===== src/rtl/scbc_pkg.sv =====
// Shared types, codes and the size class table of the size class bin cache.
package scbc_pkg;

	// Default geometry
	localparam int NUM_BINS_DEF         = 36;
	localparam int BIN_DEPTH_DEF        = 64;
	localparam int MEDIUM_FIRST_BIN_DEF = 8;
	localparam int LARGE_FIRST_BIN_DEF  = 16;
	localparam int XLARGE_FIRST_BIN_DEF = 28;
	localparam int CLASS_COUNT          = 36;

	// Register reset values
	localparam logic [13:0] MAX_SIZE_RST   = 14'd8192;
	localparam logic [6:0]  CAP_SMALL_RST  = 7'd64;
	localparam logic [6:0]  CAP_MEDIUM_RST = 7'd32;
	localparam logic [6:0]  CAP_LARGE_RST  = 7'd16;
	localparam logic [6:0]  CAP_XLARGE_RST = 7'd8;

	// Register indexes
	localparam logic [2:0] REG_ENABLE   = 3'd0;
	localparam logic [2:0] REG_MAX_SIZE = 3'd1;
	localparam logic [2:0] REG_DISABLE  = 3'd2;
	localparam logic [2:0] REG_CAP_S    = 3'd3;
	localparam logic [2:0] REG_CAP_M    = 3'd4;
	localparam logic [2:0] REG_CAP_L    = 3'd5;
	localparam logic [2:0] REG_CAP_XL   = 3'd6;

	// Request kinds
	localparam logic [1:0] REQ_ALLOC  = 2'd0;
	localparam logic [1:0] REQ_FREE   = 2'd1;
	localparam logic [1:0] REQ_REFILL = 2'd2;
	localparam logic [1:0] REQ_DRAIN  = 2'd3;

	// Result status codes
	localparam logic [3:0] ST_ALLOCATED     = 4'd0;
	localparam logic [3:0] ST_CACHED        = 4'd1;
	localparam logic [3:0] ST_NOT_ELIGIBLE  = 4'd2;
	localparam logic [3:0] ST_REFILL_NEEDED = 4'd3;
	localparam logic [3:0] ST_FLUSHED       = 4'd4;
	localparam logic [3:0] ST_REFILL_OK     = 4'd5;
	localparam logic [3:0] ST_REFILL_FULL   = 4'd6;
	localparam logic [3:0] ST_DRAINED       = 4'd7;
	localparam logic [3:0] ST_EMPTY         = 4'd8;

	// Controller to datapath commands
	typedef struct packed {
		logic       load_req;
		logic       map;
		logic       load_cnt;
		logic       rd_top;
		logic       rd_bot;
		logic       push;
		logic       cnt_clear;
		logic       emit;
		logic       emit_last;
		logic [3:0] emit_st;
	} scbc_cmd_t;

	// Datapath to controller status
	typedef struct packed {
		logic [1:0] req_type;
		logic       elig;
		logic       n_zero;
		logic       full;
		logic       f_zero;
		logic       drain_end;
		logic       out_free;
	} scbc_stat_t;

	// Byte size of each class; padding classes and unused bins are zero
	function automatic logic [13:0] class_bytes(input logic [5:0] b);
		logic [13:0] v;
		case (b)
			6'd0:  v = 14'd8;
			6'd1:  v = 14'd16;
			6'd2:  v = 14'd32;
			6'd3:  v = 14'd48;
			6'd4:  v = 14'd64;
			6'd5:  v = 14'd80;
			6'd6:  v = 14'd96;
			6'd7:  v = 14'd112;
			6'd8:  v = 14'd128;
			6'd9:  v = 14'd160;
			6'd10: v = 14'd192;
			6'd11: v = 14'd224;
			6'd12: v = 14'd256;
			6'd13: v = 14'd320;
			6'd14: v = 14'd384;
			6'd15: v = 14'd448;
			6'd16: v = 14'd512;
			6'd17: v = 14'd640;
			6'd18: v = 14'd768;
			6'd19: v = 14'd896;
			6'd20: v = 14'd1024;
			6'd21: v = 14'd1280;
			6'd22: v = 14'd1536;
			6'd23: v = 14'd1792;
			6'd24: v = 14'd2048;
			6'd28: v = 14'd2560;
			6'd29: v = 14'd3072;
			6'd30: v = 14'd3584;
			6'd31: v = 14'd4096;
			6'd32: v = 14'd5120;
			6'd33: v = 14'd6144;
			6'd34: v = 14'd7168;
			6'd35: v = 14'd8192;
			default: v = 14'd0;
		endcase
		return v;
	endfunction

endpackage


===== src/rtl/scbc_ctrl.sv =====
// Controller state machine of the size class bin cache.
module scbc_ctrl (
	input  logic                 clk,
	input  logic                 arst_n,
	input  logic                 in_valid,
	output logic                 in_ready,
	input  scbc_pkg::scbc_stat_t stat,
	output scbc_pkg::scbc_cmd_t  cmd
);

	localparam logic [3:0] S_IDLE    = 4'd0;
	localparam logic [3:0] S_MAP     = 4'd1;
	localparam logic [3:0] S_LOAD    = 4'd2;
	localparam logic [3:0] S_SEL     = 4'd3;
	localparam logic [3:0] S_NE      = 4'd4;
	localparam logic [3:0] S_RN      = 4'd5;
	localparam logic [3:0] S_AL      = 4'd6;
	localparam logic [3:0] S_RFULL   = 4'd7;
	localparam logic [3:0] S_EMPTY   = 4'd8;
	localparam logic [3:0] S_CACHED  = 4'd9;
	localparam logic [3:0] S_REFOK   = 4'd10;
	localparam logic [3:0] S_FL_RD   = 4'd11;
	localparam logic [3:0] S_FL_EM   = 4'd12;
	localparam logic [3:0] S_FL_END  = 4'd13;
	localparam logic [3:0] S_DR_RD   = 4'd14;
	localparam logic [3:0] S_DR_EM   = 4'd15;

	logic [3:0] state_q, state_d;

	assign in_ready = (state_q == S_IDLE);

	// Next state and commands
	always_comb begin
		state_d = state_q;
		cmd     = '0;
		case (state_q)
			S_IDLE: begin
				cmd.load_req = in_valid;
				if (in_valid)
					state_d = S_MAP;
			end
			S_MAP: begin
				cmd.map = 1'b1;
				state_d = S_LOAD;
			end
			S_LOAD: begin
				cmd.load_cnt = 1'b1;
				state_d      = S_SEL;
			end
			S_SEL: begin
				if (!stat.elig)
					state_d = S_NE;
				else begin
					case (stat.req_type)
						scbc_pkg::REQ_ALLOC: begin
							if (stat.n_zero)
								state_d = S_RN;
							else begin
								cmd.rd_top = 1'b1;
								state_d    = S_AL;
							end
						end
						scbc_pkg::REQ_FREE:
							state_d = stat.full ? S_FL_RD : S_CACHED;
						scbc_pkg::REQ_REFILL:
							state_d = stat.full ? S_RFULL : S_REFOK;
						default:
							state_d = stat.n_zero ? S_EMPTY : S_DR_RD;
					endcase
				end
			end
			S_FL_RD: begin
				cmd.rd_top = 1'b1;
				state_d    = S_FL_EM;
			end
			S_FL_EM: begin
				if (stat.out_free) begin
					cmd.emit    = 1'b1;
					cmd.emit_st = scbc_pkg::ST_FLUSHED;
					state_d     = stat.f_zero ? S_FL_END : S_FL_RD;
				end
			end
			S_FL_END:
				state_d = stat.full ? S_NE : S_CACHED;
			S_DR_RD: begin
				cmd.rd_bot = 1'b1;
				state_d    = S_DR_EM;
			end
			S_DR_EM: begin
				if (stat.out_free) begin
					cmd.emit      = 1'b1;
					cmd.emit_st   = scbc_pkg::ST_DRAINED;
					cmd.emit_last = stat.drain_end;
					cmd.cnt_clear = stat.drain_end;
					state_d       = stat.drain_end ? S_IDLE : S_DR_RD;
				end
			end
			default: begin
				// Single final result states
				if (stat.out_free) begin
					cmd.emit      = 1'b1;
					cmd.emit_last = 1'b1;
					state_d       = S_IDLE;
					case (state_q)
						S_NE:     cmd.emit_st = scbc_pkg::ST_NOT_ELIGIBLE;
						S_RN:     cmd.emit_st = scbc_pkg::ST_REFILL_NEEDED;
						S_AL:     cmd.emit_st = scbc_pkg::ST_ALLOCATED;
						S_RFULL:  cmd.emit_st = scbc_pkg::ST_REFILL_FULL;
						S_EMPTY:  cmd.emit_st = scbc_pkg::ST_EMPTY;
						S_CACHED: begin
							cmd.emit_st = scbc_pkg::ST_CACHED;
							cmd.push    = 1'b1;
						end
						S_REFOK: begin
							cmd.emit_st = scbc_pkg::ST_REFILL_OK;
							cmd.push    = 1'b1;
						end
						default: cmd.emit_st = scbc_pkg::ST_NOT_ELIGIBLE;
					endcase
				end
			end
		endcase
	end

	// State register
	always_ff @(posedge clk or negedge arst_n) begin
		if (!arst_n)
			state_q <= S_IDLE;
		else
			state_q <= state_d;
	end

	// Never overwrite a waiting output word
	assert property (@(posedge clk) disable iff (!arst_n) cmd.emit |-> stat.out_free)
		else $error("emit while output word is held");

	// Never push onto a full bin
	assert property (@(posedge clk) disable iff (!arst_n) cmd.push |-> !stat.full)
		else $error("push onto a full bin");

	// An accepted request goes straight to mapping
	assert property (@(posedge clk) disable iff (!arst_n)
		(in_ready && in_valid) |=> (state_q == S_MAP))
		else $error("accepted request not mapped");

	// Only one stack access per cycle
	assert property (@(posedge clk) disable iff (!arst_n)
		$countones({cmd.rd_top, cmd.rd_bot, cmd.push}) <= 1)
		else $error("more than one stack access in a cycle");

endmodule

===== config.mk =====
export PLATFORM = sky130hd
export DESIGN_NAME = scbc_ctrl
export DESIGN_NICKNAME = d
export VERILOG_FILES = /design/src/rtl/scbc_pkg.sv /design/src/rtl/scbc_ctrl.sv
export SDC_FILE = /design/constraint.sdc
export NUM_CORES = 1
export LEC_CHECK = 0
export BUFFER_PORTS_ARGS = -buffer_cell sky130_fd_sc_hd__buf_2
export CORE_UTILIZATION = 28
export DETAILED_ROUTE_END_ITERATION = 16
export GPL_ROUTABILITY_DRIVEN = 1
export GPL_TIMING_DRIVEN = 0
export PLACE_DENSITY = 0.6
export SLEW_MARGIN = 40
export SYNTH_ARGS = -nofsm -noshare
export SYNTH_HDL_FRONTEND = slang
export SYNTH_SLANG_ARGS = --single-unit
export TNS_END_PERCENT = 1

===== constraint.sdc =====
create_clock -name clk -period 1.5 [get_ports clk]
set_input_delay 0.225 -clock clk [delete_from_list [all_inputs] [get_ports clk]]
set_output_delay 0.225 -clock clk [all_outputs]
set_load 0.005 [all_outputs]

-- Word level (Yosys, flattened, before mapping)
Cells that the tools add are included.
- muxes and demuxes: 34
- eq/ne operators: 19
- reduce and logical (&&, ||, !) cells: 8
- operator list (operator ; number):
    $pmux 4 s9 ; 1
    $eq 4x4->1 const B ; 8
    $mux 4 ; 8
    $pmux 4 s3 ; 2
    $pmux 4 s6 ; 1
    $eq 4x3->1 const B ; 3
    $mux 1 ; 12
    $mux 3 ; 3
    $reduce_or 9->1 ; 1
    $eq 4x2->1 const B ; 2
    $reduce_bool 8->1 ; 1
    $reduce_or 8->1 ; 1
    $mux 7 ; 1
    $reduce_or 7->1 ; 1
    $mux 6 ; 1
    $ne 2x2->1 const B ; 3
    $eq 4x1->1 const B ; 1
    $logic_not 4->1 ; 1
    $mux 2 ; 2
    $pmux 1 s2 ; 2
    $reduce_and 4->1 ; 1
    $pmux 1 s3 ; 1
    $eq 2x1->1 const B ; 1
    $eq 2x2->1 const B ; 1
    2 further kinds ; 2
- input bits: 11
- output and inout bits: 14
- logic and storage cells: 62
- register bits after elaboration: 4

-- Longest topological paths before layout
Gate-level depths: netlist of the first run.
- word-level depth: 5
- depth in mapped cells: 6
- mapped depth without buffers: 4

-- Worst setup path after synthesis of the first run
OpenSTA, ideal clock, no wires.
- path type: register -> register
- start point: register state_q[1]
- end point: register state_q[0]
- period minus slack after synthesis: 1534 ps
- setup slack: -34 ps
- setup time: 125 ps
- path buffers: 2
- required time: 1375 ps
- cell stages (with the launch flop): 7
- arrival: 1408 ps
- cell sequence: dfrtp_1 -> buf_6 -> and2_4 -> buf_6 -> and3_1 -> a221o_1 -> mux2_4
- cells in the longest elaborated chain, start to end: 3
- elaborated cells on any way between the ends: 15
- classes of those cells: eq/ne (11); mux (1); reduce/logical (3)
- ends and longest elaborated chain (what ; line ; text):
    from (decl) ; scbc_ctrl.sv:28 ; logic [3:0] state_q, state_d;
    from (signal assigned) ; scbc_ctrl.sv:130 ; state_q <= state_d;
    $eq 4x4->1 (tied with other cells) ; scbc_ctrl.sv:36 ; case (state_q)
    $reduce_bool 8->1 (no line) / $ne 2x2->1 (equally long branches) ; n/a ;
    $reduce_and 4->1 (no line) ; n/a ;
Several ways; a longest one is shown, not always the timed one.
A chain may end at the register's enable or synchronous reset.

==> run summary, run 1 <==
Async SR Flop Fraction -> 100%
Arrival @ worst endpoint -> 1490 ps
Top-Level Pins -> 25
Setup TNS -> -1870 ps
Total Wirelength -> 1960 um
Post-synthesis simple-gate area fraction -> 37.7%
Initial DRC count -> 16
Via/cell ratio -> 5.22
DP Area -> 818 um^2
Area share of fa/ha/maj cells after synthesis -> 0%
Switching Fraction -> 45.0%
Die W -> 50.7 um
Top post-synthesis cells by area -> dfrtp_1 (15%), nor2_1 (7.4%), and3_1 (5.7%), buf_6 (5.1%), nand2_1 (4.5%)
Switching power -> 715 uW
Vias in the first global route -> 740
Biggest regs -> state_q (4)
Comb pwr share -> 79.7%
Die span in y -> 50.7 um
Largest net degree at the start of global routing -> 11
Final Setup Violations -> 14
Core area -> 0.00221 mm^2
Status -> finished with violations
Failing checks -> negative setup slack
Initial antenna violation count -> 0
Register area share after synthesis -> 15.1%
WS Path Type -> register to output port
Layout cell share with drive strength beyond 1 -> 43.5%
Final Instance Area -> 957 um^2
Clk_lat worst skew -> 230 ps
Final Net Count -> 137
# H-tree levels -> 1
Post-Synthesis Cells -> 93
Max Slew Vio Count -> 0
P_int -> 874 uW
Power per cell area -> 1660 mW/mm^2
Clock Skew -> 2.42 ps
Setup crit end kind -> output port
Top cell type's share of synthesized area -> 15.1%
Initial Util -> 30.0%
CTS Buffer Depth -> 2
Worst setup margin -> -211 ps
TritonCTS clock tree -> done
Area growth from synthesis to layout -> 44.3%
Max_cap viols -> 0
Clk sink count -> 4
Number of synthesized register bits -> 4
Clock Root Buffer -> clkbuf_4
Worst vdd ir -> 0.000626 V
Crit path max fanout -> 5
Leak -> 0.462 nW
Netlist cell types -> 42
Drt drc -> 0
Clk pwr share -> 7.9%
First-pass GRT wire length -> 3260 um
Post-synthesis compound-gate area fraction -> 25.3%
Fill cells -> 251
Measured slew at the worst slew-check pin -> 394 ps
Mapped Area -> 663 um^2
CTS Buf Count -> 3
Sequential share of power -> 12.3%
Via count -> 794
CP required -> 1270 ps
Max FFs per register -> 4
Post-synth EDFFs -> 0
Row count -> 17
Die area -> 0.00257 mm^2
Final hold vios -> 0
Post-synthesis average cell area -> 7.13 um^2
Tmin final -> 1710 ps
Worst setup SP type -> register
Proportion of synthesized area in mux cells -> 8.68%
Post-Synth XOR/XNOR Area -> 2.64%
Remaining antenna violation count -> 0
Syn Nets -> 104
Hold crit path type -> input port to asynchronous set/reset pin
Relative slew slack -> 73.7%
RSZ-0062 raised after global routing -> yes
Post-synth top flop -> dfrtp_1
Most frequent cells after synthesis -> nor2_1 (13), nand2_1 (8), and3_1 (6)
Yosys top cell by area -> dfrtp_1
Largest family of logic cells by synthesized area -> simple AND/OR/NAND/NOR gates
DR WL/cell -> 12.9 um
Worst-path clk slew -> 40 ps
Biggest register -> state_q
Fin crit share -> 114%
Port buffer count -> 23
HPWL after detailed placement -> 1420 um
First drt pass iteration count -> 4
Overall routing resource usage -> 16.4%
Diodes inserted -> 0
Most frequent cell after synthesis -> nor2_1
Max Freq -> 0.584 GHz
Routability congestion estimate -> 0.806
GR Overflow Total -> 0
Yosys warning count -> 0
placed cells by master, fill, tap and decap left out, types with 2 or more instances in the layout:
cell type,n
buf_2,23
nand2_1,8
and3_1,5
nor2b_1,3
dfrtp_1,3
buf_4,5
buf_6,6
clkbuf_4,3
nor2_1,11
nand2b_1,2
mux2_2,2
a21boi_0,2
o21a_1,2
mux2i_1,2
a21oi_1,3
o21ai_0,3
inv_1,2
nand3_1,2
o211ai_1,2
power by group through the flow:
stage	clock, mW	sequential, mW	combinational (mW)
3_3_place_gp	0	0.179	1.07
6_report	0.126	0.196	1.27
5_1_grt	0.143	0.199	1.38
2_1_floorplan	0	0.175	0.812
3_5_place_dp	0	0.180	1.08
4_1_cts	0.132	0.191	1.23
critical path: stages, from the launching register on:
cell	delay [ps]
dfrtp_2	430
buf_6	140
buf_8	120
xnor2_1	110
mux2i_1	120
nor2_1	60
o21a_1	160
buf_2	120
metrics by stage:
stage	power, mW	hold WS, ps	util (%)	cells	setup WS, ps
floorplan	0.987	-70.6	-	93	7.58
global placement	1.25	30.2	37.0	144	-161
detailed placement	1.26	32.1	37.0	144	-203
CTS	1.55	324	42.1	153	-215
global route	1.72	330	43.3	152	-272
finish	1.59	327	43.3	152	-211
final timing paths:
path / from / endpoint / slack, ps / cells after the start
setup / recovery: state_q[2]$_DFFE_PN0P_ / cmd[0] / -210 / 7
hold / removal: arst_n / state_q[1]$_DFFE_PN0P_ / 330 / 2
setup reg to reg: state_q[3]$_DFFE_PN0P_ / state_q[1]$_DFFE_PN0P_ / -110 / 5
hold reg to reg: state_q[3]$_DFFE_PN0P_ / state_q[3]$_DFFE_PN0P_ / 720 / 3
max in group asynchronous: arst_n / state_q[2]$_DFFE_PN0P_ / 1040 / 2
min in group clk: stat[5] / state_q[3]$_DFFE_PN0P_ / 340 / 3
logic make-up after synthesis:
group | after synthesis
multiplexers | 5
buffers and inverters | 11
AND/OR/NAND/NOR | 47
AO/OA/AOI/OAI | 24
XOR/XNOR | 2
flip-flops | 4
area by class of cell:
type | instances | area [um^2] | share of cell area, %
repair buffers | 28 | 159 | 16.6
multi-input cells | 78 | 542 | 56.6
inverters | 2 | 7.51 | 0.784
plain buffers | 9 | 90.1 | 9.41
flip-flops and latches | 4 | 101 | 10.6
well taps | 28 | 35.0 | 3.66
clock buffers | 3 | 22.5 | 2.35
timing repair:
item,in CTS,in global routing
buffers inserted,4,0
endpoints found under the setup margin,16,18
hold buffers,1,0
hold endpoints to repair,4,0
gates resized for setup,14,9
pin swaps,6,4
gates cloned,1,0
routing by layer:
metal  part of all wire [%]  track usage [%]  vias up  wire length (um)
li1                       -                -      398                 -
met1                     47             21.8      372               927
met2                     48             26.7       24               946
met3                    4.5             2.12        0                89
met4                      0             6.48        0                 0
met5                      0                0        -                 0
(Power assumes the default switching activity.)
==> run 2: changes to the inputs <==
--- a/config.mk
+++ b/config.mk
@@ -5,12 +5,13 @@
 export SDC_FILE = /design/constraint.sdc
 export NUM_CORES = 1
 export LEC_CHECK = 0
+export ABC_AREA = 1
 export BUFFER_PORTS_ARGS = -buffer_cell sky130_fd_sc_hd__buf_2
 export CORE_UTILIZATION = 28
 export DETAILED_ROUTE_END_ITERATION = 16
 export GPL_ROUTABILITY_DRIVEN = 1
 export GPL_TIMING_DRIVEN = 0
-export PLACE_DENSITY = 0.6
+export PLACE_DENSITY = 0.61
 export SLEW_MARGIN = 40
 export SYNTH_ARGS = -nofsm -noshare
 export SYNTH_HDL_FRONTEND = slang
==> run 2 against run 1 <==
The flow still finishes with violations (negative setup slack). Total power grew 2.5%. First-iteration DRC count up 19%. Sequential power is 39% higher. Largest power group unchanged.
==> run summary, run 2 <==
Yosys top cell by area -> nand2_1 (was dfrtp_1)
Relative slew slack -> 82.8% (was 73.7%)
First drt pass iteration count -> 4 (unchanged)
Number of synthesized register bits -> 4 (unchanged)
CP required -> 1270 ps (about the same)
Mapped Area -> 621 um^2 (was 663 um^2)
GR Overflow Total -> 0 (unchanged)
Vias in the first global route -> 772 (was 740)
Clk sink count -> 4 (unchanged)
Clk pwr share -> 8.4% (was 7.9%)
Reg-to-reg critical path startpoint -> state_q[3]$_DFFE_PN0P_ (unchanged)
Crit path max fanout -> 6 (was 5)
Pre-CTS setup slack -> -84.0 ps (was -203 ps)
Max FFs per register -> 4 (unchanged)
Measured slew at the worst slew-check pin -> 255 ps (was 394 ps)
Core area -> 0.00202 mm^2 (was 0.00221 mm^2)
Post-synthesis simple-gate area fraction -> 55.6% (was 37.7%)
Most frequent cell after synthesis -> nand2_1 (was nor2_1)
TritonCTS clock tree -> done (unchanged)
Diodes inserted -> 0 (unchanged)
First-pass GRT wire length -> 3130 um (was 3260 um)
Top post-synthesis cells by area -> nand2_1 (24%), dfrtp_1 (16%), inv_1 (13%), nor2_1 (11%), nand3_1 (5.6%) (was dfrtp_1 (15%), nor2_1 (7.4%), and3_1 (5.7%), buf_6 (5.1%), nand2_1 (4.5%))
Leak -> 0.563 nW (was 0.462 nW)
Tmin final -> 1620 ps (was 1710 ps)
Row count -> 16 (was 17)
P_int -> 781 uW (was 874 uW)
Clock Skew -> 7.34 ps (was 2.42 ps)
Area share of fa/ha/maj cells after synthesis -> 0% (unchanged)
Status -> finished with violations (unchanged)
Worst setup SP type -> register (unchanged)
Worst vdd ir -> 0.000825 V (was 0.000626 V)
DR WL/cell -> 10.5 um (was 12.9 um)
Max Slew Vio Count -> 0 (unchanged)
Commonest non-fill, non-tap cell in the layout -> nand2_1 (was buf_2)
Worst setup margin -> -123 ps (was -211 ps)
Initial Util -> 30.7% (was 30.0%)
Clk_lat worst skew -> 240 ps (was 230 ps)
Initial DRC count -> 19 (was 16)
HPWL after detailed placement -> 1320 um (was 1420 um)
Layout cell share with drive strength beyond 1 -> 44.8% (was 43.5%)
Comb pwr share -> 74.8% (was 79.7%)
Most frequent cells after synthesis -> nand2_1 (40), inv_1 (21), nor2_1 (18) (was nor2_1 (13), nand2_1 (8), and3_1 (6))
Switching power -> 848 uW (was 715 uW)
CTS Buf Count -> 3 (unchanged)
Setup crit end kind -> output port (unchanged)
Post-synth top flop -> dfrtp_1 (unchanged)
Area growth from synthesis to layout -> 53.2% (was 44.3%)
Remaining antenna violation count -> 0 (unchanged)
Register area share after synthesis -> 16.1% (was 15.1%)
Initial antenna violation count -> 0 (unchanged)
Async SR Flop Fraction -> 100% (unchanged)
Via count -> 837 (was 794)
Netlist cell types -> 20 (was 42)
# H-tree levels -> 1 (unchanged)
Worst-path clk slew -> 40 ps (about the same)
CP max stage cell -> dfrtp_2 (unchanged)
Biggest register -> state_q (unchanged)
Max Freq -> 0.616 GHz (was 0.584 GHz)
Total Wirelength -> 1900 um (was 1960 um)
Fin crit share -> 108% (was 114%)
Sequential share of power -> 16.7% (was 12.3%)
Top-Level Pins -> 25 (unchanged)
Max_cap viols -> 0 (unchanged)
Hold crit path type -> input port to asynchronous set/reset pin (unchanged)
Post-synth EDFFs -> 0 (unchanged)
Post-synthesis average cell area -> 5.35 um^2 (was 7.13 um^2)
Via/cell ratio -> 4.62 (was 5.22)
Routability congestion estimate -> 0.839 (was 0.806)
CP Cell Sequence -> nand2_2 > buf_4 > nor2_4 > inv_1 > a31oi_1 > buf_2 (was buf_6 > buf_8 > xnor2_1 > mux2i_1 > nor2_1 > o21a_1 > buf_2)
CP startpoint -> state_q[0]$_DFFE_PN0P_ (was state_q[2]$_DFFE_PN0P_)
Drt drc -> 0 (unchanged)
Largest family of logic cells by synthesized area -> simple AND/OR/NAND/NOR gates (unchanged)
Die area -> 0.00241 mm^2 (was 0.00257 mm^2)
Final Setup Violations -> 9 (was 14)
Top cell type's share of synthesized area -> 24.2% (was 15.1%)
Setup TNS -> -637 ps (was -1870 ps)
Failing checks -> negative setup slack (unchanged)
Arrival @ worst endpoint -> 1400 ps (was 1490 ps)
RSZ-0062 raised after global routing -> yes (unchanged)
Power per cell area -> 1710 mW/mm^2 (was 1660 mW/mm^2)
Commonest non-fill, non-tap cells in the layout -> nand2_1 (33), buf_2 (24), inv_1 (17) (was buf_2 (23), nor2_1 (11), nand2_1 (8))
Final hold vios -> 0 (unchanged)
Yosys warning count -> 0 (unchanged)
Switching Fraction -> 52.1% (was 45.0%)
Largest net degree at the start of global routing -> 8 (was 11)
Fill cells -> 218 (was 251)
Die W -> 49.1 um (was 50.7 um)
Post-Synth XOR/XNOR Area -> 0% (was 2.64%)
Final Net Count -> 167 (was 137)
Die span in y -> 49.1 um (was 50.7 um)
Post-synthesis compound-gate area fraction -> 14.9% (was 25.3%)
WS Path Type -> register to output port (unchanged)
Clock Root Buffer -> clkbuf_4 (unchanged)
Port buffer count -> 24 (was 23)
Overall routing resource usage -> 16.5% (was 16.4%)
Syn Nets -> 127 (was 104)
CTS Buffer Depth -> 2 (unchanged)
CP max stage delay -> 430 ps (about the same)
Proportion of synthesized area in mux cells -> 0% (was 8.68%)
Pwr Total -> 1.63 mW (was 1.59 mW)
WHS -> 319 ps (was 327 ps)
Biggest regs -> state_q (4) (unchanged)
Post-Synthesis Cells -> 116 (was 93)
## run 2: cell types whose count changed after synthesis, moves of 3 or more
| cell | before | now |
|---|---|---|
| nor2_1 | 13 | 18 |
| and3_1 | 6 | 0 |
| buf_6 | 3 | 0 |
| nand3_1 | 3 | 7 |
| nor2b_1 | 3 | 0 |
| nand2_1 | 8 | 40 |
| buf_2 | 5 | 0 |
| nor2_2 | 0 | 3 |
| inv_1 | 2 | 21 |
## run 2: path summary, 6_finish.rpt
path	end	slack (ps)	depth (start not counted)
worst min-delay path	state_q[2]$_DFFE_PN0P_	320	2
worst min register to register	state_q[3]$_DFFE_PN0P_	570	2
min in group clk	state_q[1]$_DFFE_PN0P_	400	5
worst max-delay path	cmd[2]	-120	6
worst max register to register	state_q[3]$_DFFE_PN0P_	100	8
max in group asynchronous	state_q[0]$_DFFE_PN0P_	1040	2
## run 2: worst max-delay path, delay by kind of cell (launching register included)
kind,cells,cell delay (ps)
and+or+nand+nor,2,210
AOI/OAI and AO/OA,1,150
buffers and inverters,3,360
DFF,1,430
## run 2: kinds of logic after synthesis
kind of cell | count (synthesis)
flops | 4
simple gates | 76
buf+inv | 22
compound gates | 14
## run 2: routing by layer
| layer | global-route usage [%] | part of all wire (%) |
|---|---|---|
| met5 | 0 | 0 |
| met4 | 4.90 | 0 |
| met3 | 4.98 | 4.1 |
| met2 | 26.9 | 51 |
| met1 | 20.8 | 45 |
## run 2: timing repair
action                                 4_1_cts  5_1_grt
hold buffers                                 1        0
gates cloned                                 0        0
resized for setup                           22        8
setup endpoints to repair                   12       17
buffers inserted                             6        4
endpoints found under the hold margin        4        0
pin swaps                                    3        7
## run 2: power groups by stage
stage | Combinational [mW] | Clock (mW) | Sequential (mW)
floorplan | 0.689 | 0 | 0.216
global route | 1.38 | 0.155 | 0.282
finish | 1.22 | 0.137 | 0.273
detailed placement | 0.919 | 0 | 0.235
CTS | 1.09 | 0.141 | 0.263
global placement | 0.915 | 0 | 0.234
## run 2: area by class of cell
| type | instances | area, um^2 | area share (%) |
|---|---|---|---|
| repair buffers | 35 | 205 | 21.6 |
| multi-input cells | 90 | 500 | 52.6 |
| clock buffers | 3 | 22.5 | 2.37 |
| inverters | 22 | 85.1 | 8.95 |
| flip-flops and latches | 4 | 104 | 10.9 |
| well taps | 27 | 33.8 | 3.55 |
## run 2: through the flow
step | utilization [%] | instance area [um^2] | std cells
floorplan | - | 621 | 116
global placement | 38.3 | 774 | 167
detailed placement | 38.3 | 774 | 167
CTS | 44.7 | 903 | 177
global route | 47.0 | 951 | 181
finish | 47.0 | 951 | 181
